==> src/rtl/jsu_pkg.sv <==
// Package: shared types, constants and helper functions for the JSON string unescaper.
`timescale 1ns / 1ps

package jsu_pkg;

    localparam int COUNT_BITS_DEF = 16;
    localparam int LIMIT_W = 16;
    localparam logic [LIMIT_W-1:0] LIMIT_RESET = 16'd256;
    localparam int MAX_RES = 5;
    localparam int RES_IDX_W = $clog2(MAX_RES + 1);

    typedef enum logic [2:0] {
        PH_IDLE  = 3'd0,
        PH_STR   = 3'd1,
        PH_ESC   = 3'd2,
        PH_HEXH  = 3'd3,
        PH_HEXL  = 3'd4,
        PH_HWAIT = 3'd5,
        PH_HBSL  = 3'd6
    } phase_t;

    typedef enum logic [2:0] {
        ERR_NONE      = 3'd0,
        ERR_EXP_STR   = 3'd1,
        ERR_TRUNC_U   = 3'd2,
        ERR_INV_U     = 3'd3,
        ERR_TRUNC_SUR = 3'd4,
        ERR_INV_SUR   = 3'd5,
        ERR_BAD_ESC   = 3'd6,
        ERR_UNTERM    = 3'd7
    } err_t;

    typedef struct packed {
        logic [7:0] out_byte;
        logic       byte_valid;
        logic       done_res;
        err_t       error_code;
    } res_t;

    typedef struct packed {
        logic [2:0]      len;
        logic [3:0][7:0] bytes;
    } utf8_t;

    typedef struct packed {
        logic       bad;
        logic [3:0] val;
    } hex_t;

    localparam logic [7:0] CH_QUOTE = 8'h22;
    localparam logic [7:0] CH_BSL   = 8'h5C;
    localparam logic [7:0] CH_SLASH = 8'h2F;
    localparam logic [7:0] CH_U     = 8'h75;

    localparam logic [15:0] HI_FIRST = 16'hD800;
    localparam logic [15:0] HI_LAST  = 16'hDBFF;
    localparam logic [15:0] LO_FIRST = 16'hDC00;
    localparam logic [15:0] LO_LAST  = 16'hDFFF;

    function automatic utf8_t utf8_encode(input logic [20:0] cp);
        utf8_t r;
        r = '0;
        if (cp < 21'h80) begin
            r.len      = 3'd1;
            r.bytes[0] = cp[7:0];
        end else if (cp < 21'h800) begin
            r.len      = 3'd2;
            r.bytes[0] = 8'hC0 | {3'b000, cp[10:6]};
            r.bytes[1] = 8'h80 | {2'b00, cp[5:0]};
        end else if (cp < 21'h10000) begin
            r.len      = 3'd3;
            r.bytes[0] = 8'hE0 | {4'h0, cp[15:12]};
            r.bytes[1] = 8'h80 | {2'b00, cp[11:6]};
            r.bytes[2] = 8'h80 | {2'b00, cp[5:0]};
        end else begin
            r.len      = 3'd4;
            r.bytes[0] = 8'hF0 | {5'h00, cp[20:18]};
            r.bytes[1] = 8'h80 | {2'b00, cp[17:12]};
            r.bytes[2] = 8'h80 | {2'b00, cp[11:6]};
            r.bytes[3] = 8'h80 | {2'b00, cp[5:0]};
        end
        return r;
    endfunction

    function automatic hex_t hex_nibble(input logic [7:0] b);
        hex_t r;
        r.bad = 1'b0;
        r.val = 4'h0;
        if (b >= 8'h30 && b <= 8'h39) begin
            r.val = 4'(b - 8'h30);
        end else if (b >= 8'h61 && b <= 8'h66) begin
            r.val = 4'(b - 8'h57);
        end else if (b >= 8'h41 && b <= 8'h46) begin
            r.val = 4'(b - 8'h37);
        end else begin
            r.bad = 1'b1;
        end
        return r;
    endfunction

endpackage

==> src/rtl/jsu_if.sv <==
// Interfaces: text byte channel and decoded result channel.
`timescale 1ns / 1ps

interface jsu_text_if;
    logic       valid;
    logic       ready;
    logic [7:0] in_byte;

    modport source (output valid, output in_byte, input ready);
    modport sink (input valid, input in_byte, output ready);
endinterface

interface jsu_res_if;
    logic       valid;
    logic       ready;
    logic [7:0] out_byte;
    logic       byte_valid;
    logic       done_res;
    logic [2:0] error_code;
    logic       last;

    modport source (output valid, output out_byte, output byte_valid, output done_res,
                    output error_code, output last, input ready);
    modport sink (input valid, input out_byte, input byte_valid, input done_res,
                  input error_code, input last, output ready);
endinterface

==> src/rtl/json_string_unescape.sv <==
// Top level: JSON string unescaper with UTF-8 output.
//
//  channel   dir  payload                                          handshake
//  text      in   in_byte[7:0]                                     valid/ready
//  decoded   out  out_byte, byte_valid, done_res, error_code, last valid/ready
//  cfg       in   cfg_wdata[15:0] (out_limit)                      cfg_we
//
// A text byte is decoded in the cycle it is accepted; its results (0 to 4) land
// in a small result buffer and leave one per cycle, while output stalls hold
// the buffer. A byte giving N results holds the text channel until its last
// result is taken; plain bytes go one per cycle. Reset: idle, out_limit 256.
`timescale 1ns / 1ps

module json_string_unescape #(
    parameter int COUNT_BITS = jsu_pkg::COUNT_BITS_DEF
) (
    input  logic                        clk,
    input  logic                        rst_n,
    jsu_text_if.sink                    text,
    jsu_res_if.source                   decoded,
    input  logic                        cfg_we,
    input  logic [jsu_pkg::LIMIT_W-1:0] cfg_wdata
);

    localparam int CMP_W = ((COUNT_BITS > jsu_pkg::LIMIT_W) ? COUNT_BITS : jsu_pkg::LIMIT_W) + 1;

    logic [jsu_pkg::LIMIT_W-1:0]   limit_reg;
    jsu_pkg::phase_t               phase_reg, phase_next;
    logic [15:0]                   accum_reg, accum_next;
    logic [1:0]                    count_reg, count_next;
    logic                          bad_reg, bad_next;
    logic [15:0]                   hh_reg, hh_next;
    logic [COUNT_BITS-1:0]         bw_reg, bw_next;
    jsu_pkg::res_t                 buf_reg [jsu_pkg::MAX_RES];
    logic [jsu_pkg::RES_IDX_W-1:0] n_reg, n_next;
    logic [jsu_pkg::RES_IDX_W-1:0] idx_reg, idx_next;

    logic                          in_fire, out_fire, out_last;
    logic [7:0]                    b;
    logic                          lim_base, lim_mid, str_lim;
    logic [COUNT_BITS-1:0]         bw_mid;
    jsu_pkg::hex_t                 hd;
    logic [15:0]                   acc_new;
    logic [20:0]                   pair_cp;
    jsu_pkg::utf8_t                enc;

    // per-character decode results
    logic                          str_tail_vld, esc_tail_vld;
    jsu_pkg::res_t                 str_tail, esc_tail;
    jsu_pkg::phase_t               str_phase, esc_phase;

    // collected item results: code point bytes then one tail
    logic [20:0]                   cp_val;
    logic                          cp_put;
    logic                          tail_vld;
    jsu_pkg::res_t                 tail;
    logic                          bw_clear;
    logic [2:0]                    cp_len;
    jsu_pkg::res_t                 res_new [jsu_pkg::MAX_RES];

    assign b        = text.in_byte;
    assign out_last = (idx_reg + 1'b1) == n_reg;
    assign out_fire = decoded.valid && decoded.ready;
    assign in_fire  = text.valid && text.ready;

    assign text.ready         = (idx_reg == n_reg) || (out_last && decoded.ready);
    assign decoded.valid      = idx_reg != n_reg;
    assign decoded.out_byte   = buf_reg[idx_reg].out_byte;
    assign decoded.byte_valid = buf_reg[idx_reg].byte_valid;
    assign decoded.done_res   = buf_reg[idx_reg].done_res;
    assign decoded.error_code = buf_reg[idx_reg].error_code;
    assign decoded.last       = out_last;

    assign bw_mid   = bw_reg + COUNT_BITS'(3);
    assign lim_base = (CMP_W'(bw_reg) + CMP_W'(4)) >= CMP_W'(limit_reg);
    assign lim_mid  = (CMP_W'(bw_mid) + CMP_W'(4)) >= CMP_W'(limit_reg);
    assign str_lim  = (phase_reg == jsu_pkg::PH_HWAIT) ? lim_mid : lim_base;

    assign hd      = jsu_pkg::hex_nibble(b);
    assign acc_new = {accum_reg[11:0], hd.val};
    assign pair_cp = 21'h10000 + {1'b0, hh_reg[9:0], acc_new[9:0]};
    assign enc     = jsu_pkg::utf8_encode(cp_val);
    assign cp_len  = cp_put ? enc.len : 3'd0;

    // plain string character
    always_comb
    begin
        str_tail_vld = 1'b1;
        str_tail     = '0;
        str_phase    = jsu_pkg::PH_IDLE;
        if (str_lim) begin
            if (b == jsu_pkg::CH_QUOTE) begin
                str_tail.done_res = 1'b1;
            end else begin
                str_tail.error_code = jsu_pkg::ERR_UNTERM;
            end
        end else if (b == 8'h00) begin
            str_tail.error_code = jsu_pkg::ERR_UNTERM;
        end else if (b == jsu_pkg::CH_QUOTE) begin
            str_tail.done_res = 1'b1;
        end else if (b == jsu_pkg::CH_BSL) begin
            str_tail_vld = 1'b0;
            str_phase    = jsu_pkg::PH_ESC;
        end else begin
            str_tail.out_byte   = b;
            str_tail.byte_valid = 1'b1;
            str_phase           = jsu_pkg::PH_STR;
        end
    end

    // character after a backslash
    always_comb
    begin
        esc_tail_vld        = 1'b1;
        esc_tail            = '0;
        esc_tail.byte_valid = 1'b1;
        esc_phase           = jsu_pkg::PH_STR;
        case (b)
            jsu_pkg::CH_QUOTE: esc_tail.out_byte = jsu_pkg::CH_QUOTE;
            jsu_pkg::CH_BSL:   esc_tail.out_byte = jsu_pkg::CH_BSL;
            jsu_pkg::CH_SLASH: esc_tail.out_byte = jsu_pkg::CH_SLASH;
            8'h62:             esc_tail.out_byte = 8'h08;
            8'h66:             esc_tail.out_byte = 8'h0C;
            8'h6E:             esc_tail.out_byte = 8'h0A;
            8'h72:             esc_tail.out_byte = 8'h0D;
            8'h74:             esc_tail.out_byte = 8'h09;
            jsu_pkg::CH_U:
            begin
                esc_tail_vld        = 1'b0;
                esc_tail.byte_valid = 1'b0;
                esc_phase           = jsu_pkg::PH_HEXH;
            end
            default:
            begin
                esc_tail.byte_valid = 1'b0;
                esc_tail.error_code = jsu_pkg::ERR_BAD_ESC;
                esc_phase           = jsu_pkg::PH_IDLE;
            end
        endcase
    end

    // next state for one accepted text byte
    always_comb
    begin
        phase_next = phase_reg;
        accum_next = accum_reg;
        count_next = count_reg;
        bad_next   = bad_reg;
        hh_next    = hh_reg;
        cp_val     = '0;
        cp_put     = 1'b0;
        tail_vld   = 1'b0;
        tail       = '0;
        bw_clear   = 1'b0;
        case (phase_reg)
            jsu_pkg::PH_STR:
            begin
                tail_vld   = str_tail_vld;
                tail       = str_tail;
                phase_next = str_phase;
            end
            jsu_pkg::PH_ESC:
            begin
                tail_vld   = esc_tail_vld;
                tail       = esc_tail;
                phase_next = esc_phase;
                if (b == jsu_pkg::CH_U) begin
                    accum_next = '0;
                    count_next = '0;
                    bad_next   = 1'b0;
                end
            end
            jsu_pkg::PH_HEXH, jsu_pkg::PH_HEXL:
            begin
                if (b == 8'h00) begin
                    tail_vld        = 1'b1;
                    tail.error_code = (phase_reg == jsu_pkg::PH_HEXL) ?
                                      jsu_pkg::ERR_TRUNC_SUR : jsu_pkg::ERR_TRUNC_U;
                    phase_next      = jsu_pkg::PH_IDLE;
                end else begin
                    accum_next = acc_new;
                    bad_next   = bad_reg | hd.bad;
                    if (count_reg != 2'd3) begin
                        count_next = count_reg + 2'd1;
                    end else if (bad_reg | hd.bad) begin
                        tail_vld        = 1'b1;
                        tail.error_code = (phase_reg == jsu_pkg::PH_HEXL) ?
                                          jsu_pkg::ERR_INV_SUR : jsu_pkg::ERR_INV_U;
                        phase_next      = jsu_pkg::PH_IDLE;
                    end else if (phase_reg == jsu_pkg::PH_HEXH) begin
                        if (acc_new >= jsu_pkg::HI_FIRST && acc_new <= jsu_pkg::HI_LAST) begin
                            hh_next    = acc_new;
                            phase_next = jsu_pkg::PH_HWAIT;
                        end else begin
                            cp_val     = {5'h00, acc_new};
                            cp_put     = 1'b1;
                            phase_next = jsu_pkg::PH_STR;
                        end
                    end else begin
                        if (acc_new >= jsu_pkg::LO_FIRST && acc_new <= jsu_pkg::LO_LAST) begin
                            cp_val = pair_cp;
                        end else begin
                            cp_val = {5'h00, hh_reg};
                        end
                        cp_put     = 1'b1;
                        phase_next = jsu_pkg::PH_STR;
                    end
                end
            end
            jsu_pkg::PH_HWAIT:
            begin
                if (b == jsu_pkg::CH_BSL) begin
                    phase_next = jsu_pkg::PH_HBSL;
                end else begin
                    cp_val     = {5'h00, hh_reg};
                    cp_put     = 1'b1;
                    tail_vld   = str_tail_vld;
                    tail       = str_tail;
                    phase_next = str_phase;
                end
            end
            jsu_pkg::PH_HBSL:
            begin
                if (b == jsu_pkg::CH_U) begin
                    accum_next = '0;
                    count_next = '0;
                    bad_next   = 1'b0;
                    phase_next = jsu_pkg::PH_HEXL;
                end else begin
                    cp_val = {5'h00, hh_reg};
                    cp_put = 1'b1;
                    if (lim_mid) begin
                        tail_vld        = 1'b1;
                        tail.error_code = jsu_pkg::ERR_UNTERM;
                        phase_next      = jsu_pkg::PH_IDLE;
                    end else begin
                        tail_vld   = esc_tail_vld;
                        tail       = esc_tail;
                        phase_next = esc_phase;
                    end
                end
            end
            default:
            begin
                phase_next = jsu_pkg::PH_IDLE;
                if (b == 8'h20 || b == 8'h09 || b == 8'h0D || b == 8'h0A) begin
                    phase_next = jsu_pkg::PH_IDLE;
                end else if (b == jsu_pkg::CH_QUOTE) begin
                    phase_next = jsu_pkg::PH_STR;
                    bw_clear   = 1'b1;
                end else begin
                    tail_vld        = 1'b1;
                    tail.error_code = jsu_pkg::ERR_EXP_STR;
                end
            end
        endcase
    end

    always_comb
    begin
        for (int i = 0; i < jsu_pkg::MAX_RES; i++) begin
            res_new[i] = tail;
            if (i < 4 && 3'(i) < cp_len) begin
                res_new[i]            = '0;
                res_new[i].out_byte   = enc.bytes[i];
                res_new[i].byte_valid = 1'b1;
            end
        end
        n_next = jsu_pkg::RES_IDX_W'(cp_len) + jsu_pkg::RES_IDX_W'(tail_vld);
        if (bw_clear) begin
            bw_next = '0;
        end else begin
            bw_next = bw_reg + COUNT_BITS'(cp_len) + COUNT_BITS'(tail_vld & tail.byte_valid);
        end
        if (in_fire) begin
            idx_next = '0;
        end else if (out_fire) begin
            idx_next = idx_reg + 1'b1;
        end else begin
            idx_next = idx_reg;
        end
    end

    always_ff @(posedge clk or negedge rst_n)
    begin
        if (!rst_n) begin
            limit_reg <= jsu_pkg::LIMIT_RESET;
            phase_reg <= jsu_pkg::PH_IDLE;
            accum_reg <= '0;
            count_reg <= '0;
            bad_reg   <= 1'b0;
            hh_reg    <= '0;
            bw_reg    <= '0;
            n_reg     <= '0;
            idx_reg   <= '0;
        end else begin
            if (cfg_we) begin
                limit_reg <= cfg_wdata;
            end
            idx_reg <= idx_next;
            if (in_fire) begin
                phase_reg <= phase_next;
                accum_reg <= accum_next;
                count_reg <= count_next;
                bad_reg   <= bad_next;
                hh_reg    <= hh_next;
                bw_reg    <= bw_next;
                n_reg     <= n_next;
            end
        end
    end

    always_ff @(posedge clk)
    begin
        if (in_fire) begin
            for (int i = 0; i < jsu_pkg::MAX_RES; i++) begin
                buf_reg[i] <= res_new[i];
            end
        end
    end

endmodule
==> src/flat_wrapper.sv <==
// flat-port wrapper written by rule: the top's interface ports become plain ports
module json_string_unescape_flat 
#(
    parameter int COUNT_BITS = jsu_pkg::COUNT_BITS_DEF
)
  (clk, rst_n, cfg_we, cfg_wdata, text_valid, text_in_byte, text_ready, decoded_valid, decoded_out_byte, decoded_byte_valid, decoded_done_res, decoded_error_code, decoded_last, decoded_ready);
  jsu_text_if text_i ();
  jsu_res_if decoded_i ();
  input  logic clk;
  input  logic rst_n;
  input  logic cfg_we;
  input  logic [jsu_pkg::LIMIT_W-1:0] cfg_wdata;
  input wire logic [$bits(text_i.valid)-1:0] text_valid;
  input wire logic [$bits(text_i.in_byte)-1:0] text_in_byte;
  output wire logic [$bits(text_i.ready)-1:0] text_ready;
  output wire logic [$bits(decoded_i.valid)-1:0] decoded_valid;
  output wire logic [$bits(decoded_i.out_byte)-1:0] decoded_out_byte;
  output wire logic [$bits(decoded_i.byte_valid)-1:0] decoded_byte_valid;
  output wire logic [$bits(decoded_i.done_res)-1:0] decoded_done_res;
  output wire logic [$bits(decoded_i.error_code)-1:0] decoded_error_code;
  output wire logic [$bits(decoded_i.last)-1:0] decoded_last;
  input wire logic [$bits(decoded_i.ready)-1:0] decoded_ready;
  assign text_i.valid = text_valid;
  assign text_i.in_byte = text_in_byte;
  assign text_ready = text_i.ready;
  assign decoded_valid = decoded_i.valid;
  assign decoded_out_byte = decoded_i.out_byte;
  assign decoded_byte_valid = decoded_i.byte_valid;
  assign decoded_done_res = decoded_i.done_res;
  assign decoded_error_code = decoded_i.error_code;
  assign decoded_last = decoded_i.last;
  assign decoded_i.ready = decoded_ready;
  json_string_unescape #(.COUNT_BITS(COUNT_BITS)) u_core (.clk(clk), .rst_n(rst_n), .text(text_i), .decoded(decoded_i), .cfg_we(cfg_we), .cfg_wdata(cfg_wdata));
endmodule
==> config.mk <==
export PLATFORM = sky130hd
export DESIGN_NAME = json_string_unescape_flat
export DESIGN_NICKNAME = d
export VERILOG_FILES = /design/src/rtl/jsu_pkg.sv /design/src/rtl/jsu_if.sv /design/src/rtl/json_string_unescape.sv /design/src/flat_wrapper.sv
export SDC_FILE = /design/constraint.sdc
export NUM_CORES = 1
export LEC_CHECK = 0
export BUFFER_PORTS_ARGS = -buffer_cell sky130_fd_sc_hd__buf_4
export CORE_ASPECT_RATIO = 1.2
export CORE_MARGIN = 1
export CORE_UTILIZATION = 55
export CTS_BUF_LIST = sky130_fd_sc_hd__clkbuf_4
export DETAILED_ROUTE_END_ITERATION = 7
export PLACE_DENSITY = 0.73
export SLEW_MARGIN = 10
export SYNTH_ARGS = -nofsm -noshare
export SYNTH_HDL_FRONTEND = slang
export SYNTH_SLANG_ARGS = --single-unit
==> constraint.sdc <==
create_clock -name clk -period 7.79 [get_ports clk]
set_input_delay 1.558 -clock clk [delete_from_list [all_inputs] [get_ports clk]]
set_output_delay 1.558 -clock clk [all_outputs]
set_load 0.01 [all_outputs]
==> summary.md <==
| Metric | Value |
|---|---|
| Post-synthesis register bit count | `137` |
| Placeable Area | `16850 um2` |
| # IOs | `45` |
| Critical Path Start | `u_core.bw_reg[1]` |
| CP Launch Type | `flop` |
| Register area share after synthesis | `between 30 and 40%` |
| Power per cell area | `roughly 290 nW/um2` |
| Mapped cell area | `between 9000 and 10000 um2` |
| Initial Util | `a little under three fifths` |
| Worst Hold Launch | `u_core.count_reg[1]` |
| RSZ-0062 raised after global routing | `false` |
| Drt wl/cell | `just under 20 um` |
| CP max stage cell | `dfrtp_1` |
| Synthesis Warnings | `0` |
| Slew Limit Fails | `0` |
| Status | `completed` |
| CP Class | `flop to flop` |
| Maxcap violations | `0` |
| Clock-pin slew on the worst setup and hold paths | `130 ps` |
| Crit Reg-Reg Startpoint | `u_core.bw_reg[1]` |
| Fin area | `around 10000 um2` |
| Critical-path maximum fanout | `7` |
| Buffers from clock root to sink, at most | `2` |
| CP Capture Type | `flop` |
| Residual DRC | `0` |
| Clk Latency, worst-skew pair | `between 500 and 600 ps` |
| DRT iter0 DRCs | `between 600 and 700` |
| Die ar. | `around 18000 um2` |
| Fillers | `between 1000 and 1500` |
| Tightest Hold Check Type | `flop to flop` |
| Vias per std cell | `roughly 6.3` |
| Number of distinct library cells after synthesis | `99` |
| Synth Instances | `about 1000` |
| Share of layout cells above drive strength 1 | `around 15%` |
| Syn Area/Cell | `9.680 um2` |
| Largest net degree at the start of global routing | `between 70 and 80` |
| Clk root buf | `clkbuf_4` |
| CTS tree | `done` |
| Period utilization | `between 90 and 100%` |
| Routability Congestion | `approximately 0.96` |
| Rel. slew slack | `between 30% and 40%` |
| Post-place instance area | `9862 um2` |
| Vias post-DR | `approximately 7800` |
| Final Setup Violations | `0` |
| Setup_tns | `0 ps` |
| Setup ws final | `about 540 ps` |
| Placed cells | `about 1200` |
| First-pass GRT wire length | `around 38 mm` |
| ANT nets after route | `0` |
| Min Clock Period, post-route | `between 7000 and 8000 ps` |
| Post-CTS Resized | `0` |
| CTS hold repair buffers | `0` |
| Row count | `52` |
| Detail Placement HPWL | `~17 mm` |
| Die Ht | `approximately 150 um` |
| Max reg flops | `65` |
| EDFF count, synth | `65` |
| Synth-to-Final Area Change | `7.249%` |
| H-tree depth | `4` |
| Total gr overflow | `0` |
| R2R depth | `30` |
| IO buf count | `44` |
| Post-Syn Nets | `1060` |
| Layout Cells excl Fill | `about 1200` |
| Hold depth | `2` |
| Actual slew at the worst max-slew pin | `roughly 1000 ps` |
| Initial antenna violation count | `1` |
| Leak | `4.226 nW` |
| Post-CTS setup buffer count | `0` |
| Clock skew | `26.16 ps` |
| Die Span X | `between 100 and 150 um` |
| Commonest register cell after synthesis | `dfrtp_1` |
| CTS Buf Count | `17` |
| Routed WL | `about 24 mm` |
| Fmax | `between 0.1 and 0.15 GHz` |
| Layout Nets | `between 1000 and 1500` |
| Worst EP required | `between 8000 and 9000 ps` |
| Maximum vdd ir drop | `around 0.21 mV` |
| Max incr delay on CP | `just under 500 ps` |
| Total routing usage reported by global routing | `approximately 28%` |
| Data arrival, critical path | `7680 ps` |
| Worst slack, placed | `between 600 and 700 ps` |
| Post-synth ARST share | `between 50% and 60%` |
| Util after Layout | `about three fifths` |
| Final Hold Vio Count | `0` |
| Clk sink count | `about 140` |
| DR pass1 iterations | `5` |
| Vias in the first global route | `~7500` |
worst max-delay path: cells and delay by family (launching register included):
family | cells | cell delay, ps
AO/OA/AOI/OAI | 6 | 1470
XOR/XNOR | 2 | 380
adder cells (fa/ha/maj) | 4 | 1220
buffers and inverters | 2 | 200
flip-flops | 1 | 490
AND/OR/NAND/NOR | 16 | 3370
synthesized netlist by cell type, types with 5 or more instances:
cell type    n  area share (%)
o21ai_1     10            0.53
xnor2_1     33             3.0
nand2_1    101             4.0
a32oi_1      5            0.46
dfrtp_1     71              19
a22oi_2      5            0.66
or3_1        5            0.33
a21oi_1     35             1.8
edfxtp_1    65              21
nor3_1      26             1.4
o21ai_0     69             3.6
buf_2       18            0.95
inv_1       48             1.9
a31oi_1     12            0.79
nand2b_1    17             1.1
nand3_1     26             1.4
and4_1       5            0.46
a22oi_1      8            0.63
mux2i_1      9            0.95
and3_1       7            0.46
clkbuf_1    26             1.0
o31ai_1      9            0.71
mux2_2      14             1.7
buf_1        5            0.20
nor4_1       7            0.46
ha_1        50             6.6
xor2_1      22             2.0
o221ai_1     7            0.65
mux4_2      13             3.1
mux2_1       7            0.83
o211ai_1    10            0.79
a221oi_1     5            0.46
nor2_1      76             3.0
and2_1       7            0.46
a21o_1       8            0.63
nor2b_1     11            0.73
nand4_1     13            0.86
o21a_1       8            0.63
final timing paths:
| kind | endpoint | slack (ps) |
|---|---|---|
| setup / recovery | u_core.bw_reg[12] | 540 |
| hold / removal | u_core.count_reg[1] | 510 |
| setup reg to reg | u_core.bw_reg[12] | 540 |
| hold reg to reg | u_core.count_reg[1] | 510 |
| max in group asynchronous | u_core.hh_reg[2] | 6050 |
| min in group asynchronous | u_core.limit_reg[9] | 1100 |
area by class of cell:
type                       count  area [um2]  share of cell area, %
timing repair buffer          51       382.9                  3.767
tap                          216       270.3                  2.659
inverter                      49       183.9                  1.810
clock buffer                  18       135.1                  1.330
antenna                        1       2.502                0.02462
multi-input combinational    735        5270                  51.85
clock inverter                14       163.9                  1.613
sequential                   137        3755                  36.94
per-stage QoR:
| step | hold slack, ps | power (W) |
|---|---|---|
| 4_1_cts | 506.7 | 0.002925 |
| 6_report | 506.7 | 0.002913 |
| 2_1_floorplan | 450.3 | 0.002015 |
| 3_3_place_gp | 470.6 | 0.002393 |
| 3_5_place_dp | 480.3 | 0.002421 |
| 5_1_grt | 538.7 | 0.003090 |
power breakdown:
part           leakage (nW)  internal, W  switching, W  total [W]
Sequential             1.57      0.00104      0.000161    0.00120
Clock                 0.158     0.000203      0.000301   0.000504
Combinational          2.49     0.000527      0.000681    0.00121
placed cells by master (no fill, tap or decap), types with 11 or more instances in the layout:
master | netlist | final
nand2_1 | 101 | 101
nor2_1 | 76 | 76
dfrtp_1 | 71 | 71
o21ai_0 | 69 | 69
edfxtp_1 | 65 | 65
buf_4 | 4 | 51
ha_1 | 50 | 50
inv_1 | 48 | 47
a21oi_1 | 35 | 35
xnor2_1 | 33 | 33
nor3_1 | 26 | 26
nand3_1 | 26 | 26
xor2_1 | 22 | 22
clkbuf_4 | 0 | 18
nand2b_1 | 17 | 17
mux2_2 | 14 | 14
nand4_1 | 13 | 13
mux4_2 | 13 | 13
a31oi_1 | 12 | 12
nor2b_1 | 11 | 11
per-layer routing:
metal / vias up / track usage, % / routed length, um
met5: - / 0 / 0
met2: 318 / 47.34 / 12070
met3: 75 / 4.232 / 1193
met1: 3706 / 34.01 / 9495
met4: 0 / 13.46 / 926
li1: 3651 / - / -
cell families after synthesis:
group / share of synthesized area, %
AO/OA/AOI/OAI: 18.06
XOR/XNOR: 5.334
adder cells (fa/ha/maj): 7.024
buffers and inverters: 4.832
flip-flops: 39.62
multiplexers: 6.536
AND/OR/NAND/NOR: 18.59
Note: power is estimated with default switching activity, not from simulation.
